`config.mk`:
```
export PLATFORM = sky130hd
export DESIGN_NAME = grm_queue
export DESIGN_NICKNAME = d
export VERILOG_FILES = /design/src/sv/grm_pkg.sv /design/src/sv/grm_queue.sv
export SDC_FILE = /design/constraint.sdc
export NUM_CORES = 1
export LEC_CHECK = 0
export ABC_AREA = 1
export CAP_MARGIN = 15
export CORE_ASPECT_RATIO = 1.4
export CORE_MARGIN = 2
export CORE_UTILIZATION = 30
export CTS_BUF_LIST = sky130_fd_sc_hd__clkbuf_4 sky130_fd_sc_hd__clkbuf_8
export DETAILED_ROUTE_END_ITERATION = 10
export DONT_BUFFER_PORTS = 1
export GPL_TIMING_DRIVEN = 0
export MAX_ROUTING_LAYER = met4
export SYNTH_ARGS = -nofsm -noshare
export SYNTH_HDL_FRONTEND = slang
export SYNTH_SLANG_ARGS = --single-unit
```
`constraint.sdc`:
```
create_clock -name i_clk -period 6.45 [get_ports i_clk]
set_input_delay 1.29 -clock i_clk [delete_from_list [all_inputs] [get_ports i_clk]]
set_output_delay 1.29 -clock i_clk [all_outputs]
set_load 0.05 [all_outputs]
```
`src/sv/grm_pkg.sv`:
```
`timescale 1ns / 1ps
// Shared types, constants and helpers for the 3x3 ridge marker.
// No dependencies; imported by every module of the block.
package grm_pkg;

    // frame limits
    localparam int MAX_COLS = 256;
    localparam int MAX_ROWS = 256;
    localparam int MAX_DIM  = (MAX_ROWS > MAX_COLS) ? MAX_ROWS : MAX_COLS;

    // field and counter widths
    localparam int CFG_W  = 9;
    localparam int DIM_W  = $clog2(MAX_DIM + 1);
    localparam int ROW_W  = $clog2(MAX_ROWS);
    localparam int COL_W  = $clog2(MAX_COLS);
    localparam int PR_W   = $clog2(MAX_ROWS + 2);
    localparam int GRAD_W = 16;
    localparam int MAG_W  = 32;
    localparam int OUT_W  = 8;

    // queue between front and back
    localparam int QD      = 8;
    localparam int QPTR_W  = $clog2(QD);
    localparam int QCNT_W  = $clog2(QD + 1);

    // register port
    localparam int ADDR_W = 3;
    localparam int DATA_W = 32;
    localparam logic REG_ROW_COUNT = 1'b0;
    localparam logic REG_COL_COUNT = 1'b1;
    localparam logic [CFG_W-1:0] DIM_RESET = CFG_W'(200);

    // effective frame size after clamping
    typedef struct packed {
        logic [DIM_W-1:0] rows;
        logic [DIM_W-1:0] cols;
    } t_dims;

    // one classified transaction travelling from front to back
    typedef struct packed {
        logic [MAG_W-1:0] mag;      // squared magnitude of the incoming pixel
        logic [COL_W-1:0] pc;       // column of the incoming position
        logic             emit;     // this transaction judges a pixel
        logic             last;     // judged pixel is the last of the frame
        logic [ROW_W-1:0] qr;       // judged pixel row
        logic [COL_W-1:0] qc;       // judged pixel column
        logic             top_ok;
        logic             bot_ok;
        logic             left_ok;
        logic             right_ok;
    } t_item;

    function automatic logic [MAG_W-1:0] max2(input logic [MAG_W-1:0] a,
                                              input logic [MAG_W-1:0] b);
        return (a > b) ? a : b;
    endfunction

endpackage

```
`src/sv/grm_queue.sv`:
```
`timescale 1ns / 1ps
// Short FIFO that decouples the classifying front from the window back end.
// Depends on grm_pkg.
module grm_queue import grm_pkg::*; (
    input  logic              i_clk,
    input  logic              i_rst_n,
    input  logic              i_push,
    input  t_item             i_item,
    input  logic              i_pop,
    output t_item             o_head,
    output logic              o_head_valid,
    output logic [QCNT_W-1:0] o_count
);

    t_item             r_mem [QD];
    logic [QPTR_W-1:0] r_wr, r_rd;
    logic [QCNT_W-1:0] r_count;

    function automatic logic [QPTR_W-1:0] ptr_inc(input logic [QPTR_W-1:0] p);
        return (p == QPTR_W'(QD - 1)) ? '0 : p + 1'b1;
    endfunction

    // pointers and fill level
    always_ff @(posedge i_clk) begin
        if (!i_rst_n) begin
            r_wr    <= '0;
            r_rd    <= '0;
            r_count <= '0;
        end else begin
            if (i_push) r_wr <= ptr_inc(r_wr);
            if (i_pop)  r_rd <= ptr_inc(r_rd);
            if (i_push && !i_pop)      r_count <= r_count + 1'b1;
            else if (!i_push && i_pop) r_count <= r_count - 1'b1;
        end
    end

    // storage
    always_ff @(posedge i_clk) begin
        if (i_push) r_mem[r_wr] <= i_item;
    end

    assign o_head       = r_mem[r_rd];
    assign o_head_valid = (r_count != '0);
    assign o_count      = r_count;

endmodule

```
==> After elaboration in Yosys (flattened, before gate mapping) <==
Memories as Yosys holds them, arrays and structs flattened. A register that Yosys moved wholly into a read port is not among the register bits.
Index checks and enable logic that the tools add are counted.
{ "totals": {"regBits": 10, "ram_bits": 496, "input_bits": 66, "out_inout_bits": 67, "wordCells": 24, "n_memories": 1} }
{ "memory_table": {"columns": ["memory", "words", "word_bits", "rd", "rd_ports_with_merged_regs", "write_ports", "line", "source"], "rows": [
  ["r_mem", 8, 62, 1, 1, 1, "grm_queue.sv:15", "t_item r_mem [QD];"]
]} }
{ "classes": {"n_addsub": 4, "n_eq_ne": 2, "n_mux": 8, "reduce_logical": 6} }
{ "op_table": {"columns": ["cell", "n"], "rows": [
  ["3-bit two-way mux", 4],
  ["4-bit two-way mux", 2],
  ["3-bit by 1-bit adder with 3-bit output (second input constant)", 2],
  ["3-bit equality test (second input constant)", 2],
  ["4-bit by 1-bit adder with 4-bit output (second input constant)", 1],
  ["4-bit nonzero test", 1],
  ["4-bit by 1-bit subtractor with 4-bit output (second input constant)", 1],
  ["1-bit logical AND", 2],
  ["1-bit logical NOT", 2],
  ["1-bit two-way mux", 2],
  ["2-bit nonzero test", 1]
]} }

==> Logic depth before layout (Yosys ltp) <==
{ "depth": {"word_depth": 4, "depth_mapped": 11, "depth_no_buf": 11} }

==> Worst setup path before layout <==
Ideal clock, no wire load.
{ "synth_timing": {"path_type": "input port to flip-flop", "from": "input port i_push", "to": "memory r_mem[1][0] in the netlist's numbering, enable pin", "setup_time_ns": 0.483, "t_arrival_ns": 4.011, "required_time_ns": 5.967, "slack_ns": 1.956, "stages": 2, "path_buffers": 0, "cell_sequence": "nand2_1 -> nor2_1"} }
{ "synth_between": {"elab_chain_cells": 2} }
{ "synth_lines": {"columns": ["item", "line", "source"], "rows": [
  ["start: declaration", "grm_queue.sv:7", "input logic i_push,"],
  ["1-bit two-way mux", "grm_queue.sv:39", "if (i_push) r_mem[r_wr] <= i_item;"],
  ["1-bit two-way mux (implied by the code)", "grm_queue.sv:39", null],
  ["end: declaration", "grm_queue.sv:15", null]
]} }
Every way passes these cells.

==> Implementation_results.wiki <==
{| class="wikitable"
! Metric !! Value
|-
| Maximum achievable frequency || 0.252 GHz
|-
| Total die area || 70000 sq um
|-
| # rows || 113
|-
| Most common cell after layout, fill and taps aside || nor2_1
|-
| Nets || between 1500 and 2000
|-
| Top cells by area, synth || edfxtp_1, nor2_1, nand2_1
|-
| Final ANT Viol Nets || 0
|-
| Slew at the pin closest to its max-slew limit || 862 ps
|-
| Worst hold path type || register to register
|-
| Final count of pins violating max slew || 0
|-
| Global-route wire length before repair || 79.5 mm
|-
| Initial core utilization || 30.1%
|-
| Clock slew at reported path FFs || roughly 60 ps
|-
| DRC || 0
|-
| Largest net degree at the start of global routing || 28
|-
| Worst Skew || 19.3 ps
|-
| Share of cells above drive strength 1 || 11.8%
|-
| Final weighted congestion of routability-driven global placement || 0.759
|-
| Post-detailed-route via-to-cell ratio || 4.67
|-
| Count of max-cap constraint violations || 0
|-
| Number of antenna violations at the first check in global routing || 2
|-
| Unrepaired setup endpoints after global routing || false
|-
| Post-synth top area cell || edfxtp_1
|-
| Utilization after layout || roughly a third
|-
| Setup-violating endpoint count in the final report || 0
|-
| Final min period || between 3000 and 4000 ps
|-
| Buffer type at the clock tree root || clkbuf_8
|-
| Highest net fanout along the worst path || 10
|-
| CP Data Arrival Time || 2690 ps
|-
| Synthesis warning total || 0
|-
| Worst Path Class, Setup || register to primary output
|-
| Adder and majority cell fraction of the synthesized area || 0.528%
|-
| Leakage power || 0.00835 uW
|-
| Sort of element at the end of the critical path || primary output
|-
| Average wire per cell in the routed design || slightly below 20 um
|-
| Number of hold violations in the final report || 0
|-
| Boundary Pins || 133
|-
| Post-Synth Simple-Gate Area || 15.6%
|-
| DR iter-0 viols || 872
|-
| Post-synth top area share || 73.1%
|-
| Post-cts hold buffer count || 0
|-
| Yosys cell types || 21
|-
| Path depth of the worst reg2reg path || 3
|-
| #FFs+latches synth || 509
|-
| Tot GR Track Use || 15.7%
|-
| Max IR drop VDD || 130 uV
|-
| Multiplexer share of the synthesized area || 0%
|-
| FF-to-FF setup slack || 4440 ps
|-
| Critical path required time || between 5000 and 6000 ps
|-
| Post-CTS setup buffer count || 0
|-
| Horizontal die dimension || approximately 220 um
|-
| Commonest cells after routing, fill and taps aside || nor2_1, edfxtp_1, nand2_1
|-
| Grt ovf || 0
|-
| Count of H-tree levels built during CTS || 3
|-
| Syn Std Cell Area || 20400 sq um
|-
| Hold path depth || 1
|-
| CTS buffer count || ~80
|-
| DRT Wirelength || 53.2 mm
|-
| DRT Pass-1 Iters || 5
|-
| PwrDens || between 300 and 400 nW/um^2
|-
| Clock latency on the worst-skew pair || 660 ps
|-
| Xor/xnor cell area share of the yosys netlist || 0.0430%
|-
| Largest family of logic cells by synthesized area || simple AND/OR/NAND/NOR gates
|-
| Sequential element share of the synthesized area || about 74%
|-
| Nature of the critical path startpoint || register
|-
| Ratio of final minimum period to clock period || 61.6%
|-
| Synthesis-to-layout area growth || 14.7%
|-
| CTS sink cnt || 509
|-
| Die span in y || 312 um
|-
| Area of the core region || 67600 sq um
|-
| Total power after layout || between 7000 and 8000 uW
|-
| Net count of the mapped netlist || 1812
|-
| CTS tree || built
|-
| HPWL reported at the end of detailed placement || 35.5 mm
|-
| Outcome || complete, no violations
|-
| Cell count after synthesis || between 1500 and 2000
|-
| Average size of a mapped cell || 11.7 sq um
|-
| Compound-Gate Fraction of Synth Area || 6.42%
|-
| Max-Slew Margin vs Limit || a little over two fifths
|-
| Number of global-route vias before repair || ~13000
|-
| Largest buffer count on any clock path || 3
|-
| Total via count in the routed design || about 13000
|-
| Port Buffers || 0
|-
| Count of instances resized after the clock tree is built || 0
|}
==> kinds of logic after synthesis <==
| logic type | after synthesis |
|---|---|
| AO/OA/AOI/OAI | 261 |
| XOR/XNOR | 1 |
| adder cells (fa/ha/maj) | 8 |
| buffers and inverters | 113 |
| flip-flops | 509 |
| AND/OR/NAND/NOR | 846 |
==> synthesized netlist by cell type (all sizes together) <==
cell type / n
a211oi: 1
a21oi: 7
buf: 84
clkbuf: 11
dfxtp: 13
edfxtp: 496
fa: 1
ha: 7
inv: 18
nand2: 328
nand3: 5
nor2: 512
o21ai: 253
or2: 1
xor2: 1
==> final cells by class <==
class                      instances  area (sq um)
clock buffer                     106          1320
multi-input combinational       1116          4670
fill                            6617         44200
antenna                            1          2.50
inverter                          18          70.1
sequential                       509         15200
buffer                            95           539
tap                              862          1080
timing repair buffer              17           378
clock inverter                    31           156
==> power by group <==
part           switching [uW]  internal [uW]  leakage (uW)
Combinational             691            190       0.00296
Sequential               37.0           3720       0.00461
Clock                    1230           1330      0.000775
==> sequential cells by signal, indices dropped and copies added, names as in the netlist, named ones only <==
register	flops
o_count	4
r_wr	3
r_rd	3
r_mem	496
==> final timing paths <==
path	startpoint	end
setup / recovery	register	o_head[25]
hold / removal	r_rd[0]$_SDFFE_PN0P_	register
setup reg to reg	r_wr[0]$_SDFFE_PN0P_	r_mem[1][38]$_DFFE_PP_
hold reg to reg	r_rd[0]$_SDFFE_PN0P_	register
==> worst max-delay path, stage by stage, from the launching register on <==
cell and delay [ps]:
dfxtp_1 300, buf_2 250, inv_2 370, buf_1 480, nand2_1 130, nand2_1 480
==> routing by layer <==
| metal | GRT usage, % | share of wire, % | vias to the layer above |
|---|---|---|---|
| met5 | - | 0 | - |
| met4 | 6.05 | 2.8 | 0 |
| met3 | 4.67 | 8.0 | 98 |
| met2 | 27.6 | 52 | 380 |
| met1 | 16.4 | 37 | 6231 |
| li1 | - | - | 6152 |
==> stage by stage <==
stage                     std cells  area, sq um  setup TNS (ps)  setup slack (ps)  hold slack, ps
final                          2755        23400               0              2470             493
after global routing           2755        23400               0              2320             520
after CTS                      2754        23400               0              2380             499
after detailed placement       2617        21900               0              3120             489
after global placement         2600        21500         -128240              -496             471
after floorplan                1738        20400               0              1960             456
Note: power is estimated with default switching activity, not from simulation.
