--- src/sv/grm_pkg.sv ---
`timescale 1ns / 1ps
// Shared types, constants and helpers for the 3x3 ridge marker.
// No dependencies; imported by every module of the block.
package grm_pkg;

    // frame limits
    localparam int MAX_COLS = 256;
    localparam int MAX_ROWS = 256;
    localparam int MAX_DIM  = (MAX_ROWS > MAX_COLS) ? MAX_ROWS : MAX_COLS;

    // field and counter widths
    localparam int CFG_W  = 9;
    localparam int DIM_W  = $clog2(MAX_DIM + 1);
    localparam int ROW_W  = $clog2(MAX_ROWS);
    localparam int COL_W  = $clog2(MAX_COLS);
    localparam int PR_W   = $clog2(MAX_ROWS + 2);
    localparam int GRAD_W = 16;
    localparam int MAG_W  = 32;
    localparam int OUT_W  = 8;

    // queue between front and back
    localparam int QD      = 8;
    localparam int QPTR_W  = $clog2(QD);
    localparam int QCNT_W  = $clog2(QD + 1);

    // register port
    localparam int ADDR_W = 3;
    localparam int DATA_W = 32;
    localparam logic REG_ROW_COUNT = 1'b0;
    localparam logic REG_COL_COUNT = 1'b1;
    localparam logic [CFG_W-1:0] DIM_RESET = CFG_W'(200);

    // effective frame size after clamping
    typedef struct packed {
        logic [DIM_W-1:0] rows;
        logic [DIM_W-1:0] cols;
    } t_dims;

    // one classified transaction travelling from front to back
    typedef struct packed {
        logic [MAG_W-1:0] mag;      // squared magnitude of the incoming pixel
        logic [COL_W-1:0] pc;       // column of the incoming position
        logic             emit;     // this transaction judges a pixel
        logic             last;     // judged pixel is the last of the frame
        logic [ROW_W-1:0] qr;       // judged pixel row
        logic [COL_W-1:0] qc;       // judged pixel column
        logic             top_ok;
        logic             bot_ok;
        logic             left_ok;
        logic             right_ok;
    } t_item;

    function automatic logic [MAG_W-1:0] max2(input logic [MAG_W-1:0] a,
                                              input logic [MAG_W-1:0] b);
        return (a > b) ? a : b;
    endfunction

endpackage

--- src/sv/grm_front.sv ---
`timescale 1ns / 1ps
// Front end: accepts input transactions, tracks the frame position,
// classifies each transaction and forms the squared gradient magnitude.
// Depends on grm_pkg.
module grm_front import grm_pkg::*; (
    input  logic                     i_clk,
    input  logic                     i_rst_n,
    input  t_dims                    i_dims,
    input  logic                     i_restart,
    input  logic                     i_in_valid,
    output logic                     o_in_stall,
    input  logic                     i_mode,
    input  logic signed [GRAD_W-1:0] i_grad_x,
    input  logic signed [GRAD_W-1:0] i_grad_y,
    input  logic signed [GRAD_W-1:0] i_grad_z,
    input  logic [QCNT_W-1:0]        i_q_count,
    output logic                     o_push,
    output t_item                    o_item
);

    function automatic logic [GRAD_W-1:0] abs_grad(input logic signed [GRAD_W-1:0] v);
        return v[GRAD_W-1] ? GRAD_W'(~v + 1'b1) : GRAD_W'(v);
    endfunction

    // position of the incoming item and of the judged pixel
    logic [PR_W-1:0]  r_pr, n_pr;
    logic [COL_W-1:0] r_pc, n_pc;
    logic [ROW_W-1:0] r_qr, n_qr;
    logic [COL_W-1:0] r_qc, n_qc;

    // pipeline stages
    logic                r_f1_v, r_f2_v;
    t_item               r_f1_item, r_f2_item;
    logic [GRAD_W-1:0]   r_ax, r_ay, r_az;
    logic [MAG_W-1:0]    r_sqx, r_sqy, r_sqz;

    logic [QCNT_W:0]  used;
    logic             accept, past_end, ignore, adv, emit, q_last, pix_ok;
    logic [ROW_W-1:0] rows_m1;
    logic [COL_W-1:0] cols_m1;
    t_item            cls;

    // queue slots plus items still in the front stages
    assign used = (QCNT_W+1)'(i_q_count) + (QCNT_W+1)'(r_f1_v) + (QCNT_W+1)'(r_f2_v);
    assign o_in_stall = (used >= (QCNT_W+1)'(QD));
    assign accept = i_in_valid && !o_in_stall;

    // classification
    always_comb begin
        rows_m1  = ROW_W'(i_dims.rows - 1'b1);
        cols_m1  = COL_W'(i_dims.cols - 1'b1);
        past_end = (r_pr >= PR_W'(i_dims.rows));
        ignore   = i_mode && !past_end;
        adv      = accept && !ignore;
        pix_ok   = !i_mode && !past_end;
        emit     = !((r_pr == '0) || ((r_pr == PR_W'(1)) && (r_pc == '0)));
        q_last   = emit && (r_qr == rows_m1) && (r_qc == cols_m1);

        cls          = '0;
        cls.pc       = r_pc;
        cls.emit     = emit;
        cls.last     = q_last;
        cls.qr       = r_qr;
        cls.qc       = r_qc;
        cls.top_ok   = (r_qr != '0);
        cls.bot_ok   = (r_qr != rows_m1);
        cls.left_ok  = (r_qc != '0);
        cls.right_ok = (r_qc != cols_m1);
    end

    // next position
    always_comb begin
        n_pr = r_pr;
        n_pc = r_pc;
        n_qr = r_qr;
        n_qc = r_qc;
        if (q_last) begin
            n_pr = '0;
            n_pc = '0;
            n_qr = '0;
            n_qc = '0;
        end else begin
            if (r_pc == cols_m1) begin
                n_pc = '0;
                n_pr = r_pr + 1'b1;
            end else begin
                n_pc = r_pc + 1'b1;
            end
            if (emit) begin
                if (r_qc == cols_m1) begin
                    n_qc = '0;
                    n_qr = r_qr + 1'b1;
                end else begin
                    n_qc = r_qc + 1'b1;
                end
            end
        end
    end

    always_ff @(posedge i_clk) begin
        if (!i_rst_n || i_restart) begin
            r_pr <= '0;
            r_pc <= '0;
            r_qr <= '0;
            r_qc <= '0;
        end else if (adv) begin
            r_pr <= n_pr;
            r_pc <= n_pc;
            r_qr <= n_qr;
            r_qc <= n_qc;
        end
    end

    // stage valids
    always_ff @(posedge i_clk) begin
        if (!i_rst_n) begin
            r_f1_v <= 1'b0;
            r_f2_v <= 1'b0;
        end else begin
            r_f1_v <= adv;
            r_f2_v <= r_f1_v;
        end
    end

    // magnitude datapath: abs, squares, sum
    always_ff @(posedge i_clk) begin
        r_f1_item <= cls;
        r_ax      <= pix_ok ? abs_grad(i_grad_x) : '0;
        r_ay      <= pix_ok ? abs_grad(i_grad_y) : '0;
        r_az      <= pix_ok ? abs_grad(i_grad_z) : '0;
        r_f2_item <= r_f1_item;
        r_sqx     <= MAG_W'(r_ax) * MAG_W'(r_ax);
        r_sqy     <= MAG_W'(r_ay) * MAG_W'(r_ay);
        r_sqz     <= MAG_W'(r_az) * MAG_W'(r_az);
    end

    always_comb begin
        o_item     = r_f2_item;
        o_item.mag = r_sqx + r_sqy + r_sqz;
    end
    assign o_push = r_f2_v;

endmodule

--- config.mk ---
export PLATFORM = sky130hd
export DESIGN_NAME = grm_front
export DESIGN_NICKNAME = d
export VERILOG_FILES = /design/src/sv/grm_pkg.sv /design/src/sv/grm_front.sv
export SDC_FILE = /design/constraint.sdc
export NUM_CORES = 2
export LEC_CHECK = 0
export ABC_CLOCK_PERIOD_IN_PS = 7650
export BUFFER_PORTS_ARGS = -buffer_cell sky130_fd_sc_hd__buf_2
export CAP_MARGIN = 40
export CORE_UTILIZATION = 50
export CTS_BUF_LIST = sky130_fd_sc_hd__clkbuf_4
export DETAILED_ROUTE_END_ITERATION = 8
export PLACE_DENSITY = 0.72
export SLEW_MARGIN = 25
export SYNTH_ARGS = -nofsm -noshare
export SYNTH_HDL_FRONTEND = slang
export SYNTH_SLANG_ARGS = --single-unit
--- constraint.sdc ---
create_clock -name i_clk -period 7.65 [get_ports i_clk]
set_input_delay 0.3825 -clock i_clk [delete_from_list [all_inputs] [get_ports i_clk]]
set_output_delay 0.3825 -clock i_clk [all_outputs]
set_load 0.01 [all_outputs]
; ---- Yosys cells after proc, flatten, opt, wreduce, memory -nomap -nowiden
; Cells that the tools add are included.
[totals]
output_inout_bits = 64
word_cells = 101
in_bits = 75
ff_bits = 239
[classes]
n_lt_le_gt_ge = 2
n_addsub = 13
n_eq_ne = 7
bitwise = 3
n_reduce_logical = 27
n_mux = 13
multipliers = 3
[op_table]
columns = operator, count
row1 = $mul A16 B16 Y32, 3
row2 = $add A32 B32 Y32, 2
row3 = $mux W8, 8
row4 = $add A16 B1 Y16 const B, 3
row5 = $not A16 Y16, 3
row6 = $mux W15, 3
row7 = $add A8 B1 Y8 const B, 3
row8 = $eq A8 B8 Y1, 3
row9 = $mux W9, 2
row10 = $ne A8 B8 Y1, 2
row11 = $reduce_bool A8 Y1, 2
row12 = $sub A8 B1 Y8 const B, 2
row13 = $reduce_and A2 Y1, 5
row14 = $add A9 B1 Y9 const B, 1
row15 = $eq A9 B1 Y1 const B, 1
row16 = $ge A9 B9 Y1, 1
row17 = $logic_not A9 Y1, 1
row18 = $logic_not A8 Y1, 1
row19 = $logic_and A1 B1 Y1, 7
row20 = $logic_not A1 Y1, 6
row21 = $add A4 B1 Y5, 1
row22 = $add A5 B1 Y5, 1
row23 = $ge A5 B4 Y1 const B, 1
row24 = $reduce_bool A2 Y1, 2
row25 = 3 further kinds, 4

; ---- Depth between registers and ports, before layout
[logic_depth]
depth_word = 8
mapped_depth = 25
depth_no_buf = 24

; ---- Least setup slack after synthesis
; Ideal clock, no wire load.
[synth_timing]
path_type = register -> register
start = register r_az[4]
end = register r_sqz[28]
t_required_ps = 7523
period_less_slack_ps = 6180
path_stages_with_launch = 23
setup_time_ps = 127
arrival_ps = 6053
slack_ps = 1470
n_path_buf = 2
cell_sequence = dfxtp_1 > clkbuf_1 > clkbuf_1 > nand2_1 > fa_1 > inv_1 > fa_1 > fa_1 > fa_1 > fa_1 > inv_1 > fa_1 > inv_1 > ha_1 > o21a_1 > o2111ai_1 > nor2_1 > nor4b_1 > o41ai_2 > a21boi_1 > a2111oi_0 > nor3_1 > xor2_1
[synth_via]
elab_chain_cells = 1
[synth_lines]
columns = element, line_no
row1 = from (decl), grm_front.sv:34  ; logic [GRAD_W-1:0] r_ax, r_ay, r_az;
row2 = from (signal assigned), grm_front.sv:130  ; r_az <= pix_ok ? abs_grad(i_grad_z) : '0;
row3 = $mul A16 B16 Y32, grm_front.sv:134  ; r_sqz <= MAG_W'(r_az) * MAG_W'(r_az);
row4 = to (signal assigned), grm_front.sv:134
row5 = to (decl), grm_front.sv:35  ; logic [MAG_W-1:0] r_sqx, r_sqy, r_sqz;
; No other way between the ends.
; A chain may end at the register's enable or synchronous reset.

; ---- Final worst setup path
[layout_timing]
start = register r_ax[5]
end = register r_sqx[27]
[layout_via]
elab_chain_cells = 1
[layout_lines]
columns = element, line_no
row1 = from (decl), grm_front.sv:34
row2 = from (signal assigned), grm_front.sv:128  ; r_ax <= pix_ok ? abs_grad(i_grad_x) : '0;
row3 = $mul A16 B16 Y32, grm_front.sv:132  ; r_sqx <= MAG_W'(r_ax) * MAG_W'(r_ax);
row4 = to (signal assigned), grm_front.sv:132
row5 = to (decl), grm_front.sv:35
; No other way between the ends.

==> results by group <==
Global route
  • Met1 Use GR: 29.2%
  • Met2 Resource Use GR: 37.8%
  • Grt total ovfl: 0
  • Gr usage total: 22.3%
  • First-pass GRT wire length: around 110,000 µm
  • Met3 Use GR: 4.27%
  • Largest net degree at the start of global routing: 49
  • Antenna violations before repair: 5
  • Busiest grt layer: met2
  • Vias in the first global route: 24,000

Detailed routing
  • Via count: 22,700
  • DRT iter0 DRCs: 1,121
  • WL/cell: 14.8 µm
  • Drt via density: slightly above 5
  • Total iterations of the first detailed-routing run: 7
  • DRC: 0
  • Detail Route Antenna Nets: 0
  • Total Wirelength: approximately 67,000 µm

Floorplan
  • Placeable Area: 61,700 µm²
  • Number of top-level pins: 139
  • Die Wd: approximately 250 µm
  • # rows: 91
  • Starting density of the core: about half
  • Full die area: 63,600 µm²
  • Die height: 252 µm

Cells and area
  • Layout Nets: 4,582
  • Area grow syn2layout: 9.99%
  • Register area: 4720 µm²
  • Most common cell after layout, fill and taps aside: inv_1
  • Share of cells above drive strength 1: approximately 8.1%
  • Most frequent cells in the layout: inv_1 (789), fa_1 (518), ha_1 (357), nand2_1 (298), dfxtp_1 (236)
  • Multi-input logic area: 23,300 µm²
  • Fill count: 5,659

Placement
  • Global placement routability congestion: 0.918
  • IO Port Bufs: 137
  • Post-DP HPWL: 54,500 µm

STA
  • Fin crit period: slightly below 7 ns
  • Setup_tns: 0 ns
  • Max-slew violations: 0
  • Fin. Hold Viols: 0
  • Worst slew pin tran: 0.810 ns
  • Layout Skew: 0.0912 ns
  • Setup violators final: 0
  • Slew margin rel.: 44.6%
  • Unrepaired setup endpoints after global routing: no
  • Fin crit share: a little over 90%
  • Peak Freq: 144 MHz

Min path
  • Hold depth: 3
  • Worst min path class: in -> reg

Clock network
  • CTS Sinks: between 200 and 250
  • Post_cts resized: 0
  • Setup bufs post-CTS: 0
  • CTS root buffer: clkbuf_4
  • H-tree Lvls: 3
  • Clk_lat worst skew: 0.81 ns
  • Clock Tree Buf Depth: 3
  • Cts bufs inserted: 66
  • CTS tree: done
  • Clock-pin slew on the worst setup and hold paths: 0.07 ns

Logic synthesis
  • Synthesized netlist cell count: 3,407
  • FFs w/ async S/R, synth: 0%
  • Synth cell types: 68
  • Number of synthesized flops with an enable pin: 0
  • Mapped Avg Cell Area: 9.18 µm²
  • Mapped cell area: ~31,000 µm²
  • Ys Warns: 0
  • Top_reg_cell synth: dfxtp_1
  • Synth Register Bits: 236
  • Part of the Yosys area used for sequential elements: roughly 15%

Run status
  • Status: finished, final reports clean

Setup path
  • Worst reg-to-reg setup slack: 0.71 ns
  • Buf/Inv on CP: 5
  • Worst Setup SP: r_ax[5]
  • Worst setup EP type: flip-flop
  • Critical-path maximum fanout: 17
  • Worst reg2reg startpoint: r_ax[5]
  • Slowest cell on crit path: dfxtp_1
  • Crit path cell chain: nand2_1, fa_1, inv_1, fa_1, inv_1, fa_1, inv_1, fa_1, fa_1, inv_1, fa_1, inv_1, ha_1, a21oi_1, o21bai_1, a21oi_1, o21ai_0, a2111oi_0, nor3_1, o21bai_1, nand2_1, xor2_1
  • Worst R2R End: r_sqx[27]
  • Critical Path Source Type: flip-flop
  • Worst path required time: ~8.3 ns
  • Setup CP Type: reg -> reg
  • Setup crit end: r_sqx[27]
  • Arrival time at the worst endpoint: 7.58 ns
  • Most frequent CP cell: fa_1
  • Stages on the worst setup path: 22
  • CP top delay family: adder cells
  • FF-to-FF path depth: 22
  • CP peak stage delay: 0.82 ns

Power
  • Sw power: 4.38 mW
  • Pwr dens: 257 nW/µm²
  • Logic pwr share: between 60% and 70%
  • LEAKAGE: 18.6 nW
  • Reg power frac: about a fifth
  • VDD IR max: 0.304 mV
  • Sw Ratio: 49.5%
  • Total power: 8.86 mW
  • Clock Power Share: 12.8%
  • Total internal power: about 4.5 mW

Job
  • Max_cap viols: 0
tightest hold or removal path: stages:
cell and delay, ns:
buf_2 0.19, mux2i_1 0.14, nor2_1 0.09
cell type report:
cell class              count  share of cell area [%]
flip-flops and latches    236                    13.7
inverters                 789                    8.61
clock inverters            26                   0.556
well taps                 837                    3.04
clock buffers              78                    1.70
diodes                      4                  0.0291
multi-input cells        2306                    67.7
repair buffers            233                    4.61
state kept, by name (all words and copies together) (netlist names):
register and count:
o_push 1, r_pr 9, r_qr 8, r_ay 16
r_pc 8, r_sqy 31, r_ax 16, r_f1_v 1
r_qc 8, r_sqz 31, r_f1_item 30, o_item 30
r_sqx 31, r_az 16
worst min-delay path by stage:
stage | slack [ns] | end | start
2_1_floorplan | 0.31 | o_item[0] | r_f1_item[0]
3_5_place_dp | 0.31 | o_item[12] | r_f1_item[12]
3_3_place_gp | 0.31 | o_item[9] | r_f1_item[9]
5_1_grt | 0.08 | r_ay[1] | i_grad_y[15]
6_report | 0.10 | r_ay[1] | i_grad_y[15]
4_1_cts | 0.03 | r_ay[1] | i_grad_y[15]
routing by layer:
layer | part of all wire, % | wire length (µm)
met1 | 44 | 29500
met2 | 49 | 32500
met3 | 5.5 | 3700
met4 | 1.7 | 1120
met5 | 0 | 0
cells by family after synthesis:
group           synth area share [%]
simple gates                    13.0
other cells                   0.0120
compound gates                  7.23
mux                            0.304
xor+xnor                        6.45
fa+ha+maj                       47.4
buf+inv                         10.4
flops                           15.1
metrics by stage:
stage,instances,hold WS [ns],util (%),cell area (µm²),setup slack (ns)
after floorplan,3409,0.310,-,31300,1.47
after global placement,4328,0.310,53.3,32900,0.908
after detailed placement,4329,0.312,53.3,32900,0.787
after CTS,4505,0.0256,55.7,34400,0.729
after global routing,4507,0.0775,55.8,34400,0.327
final,4509,0.103,55.8,34400,0.715
timing repair:
item	in CTS	in global routing
hold buffers	72	0
setup endpoints to repair	0	0
hold endpoints to repair	58	0
Yosys cell counts (4+ instances only):
library cell,number,area (µm²)
nand4_1,24,150
o21a_1,11,82.6
nand3_1,35,175
and3_1,15,93.8
nor2_1,189,709
nand2b_1,21,131
nor3_1,37,185
o31ai_1,13,97.6
xnor2_1,124,1090
or2_2,12,75.1
nor2b_1,28,175
a2111oi_0,4,35.0
a211oi_1,9,67.6
a21o_1,40,300
a211o_1,7,61.3
nor3_2,6,60.1
and4_1,4,35.0
a221oi_1,4,35.0
xnor3_1,4,90.1
nor4b_1,4,35.0
o21ai_0,67,335
nor4_1,8,50.1
o211ai_1,8,60.1
or3_1,23,144
o311ai_0,5,43.8
fa_1,518,10400
mux2i_1,5,50.1
nand2_1,299,1120
and2_1,124,776
or4_1,4,30.0
clkbuf_1,73,274
o21bai_1,22,165
inv_1,789,2960
mux2_2,4,45.0
xor2_1,96,841
a31o_2,11,96.3
dfxtp_1,236,4720
ha_1,357,4470
a21oi_1,105,526
a31oi_1,11,68.8
power by group through the flow:
stage               Sequential [mW]  Combinational, mW  Clock [mW]
global placement               1.69               5.83           0
floorplan                      1.58               4.20           0
detailed placement             1.69               5.94           0
global route                   1.69               6.79        1.25
CTS                            1.67               6.01        1.19
finish                         1.67               6.05        1.14
No activity file was read; power rests on OpenSTA's default activity.
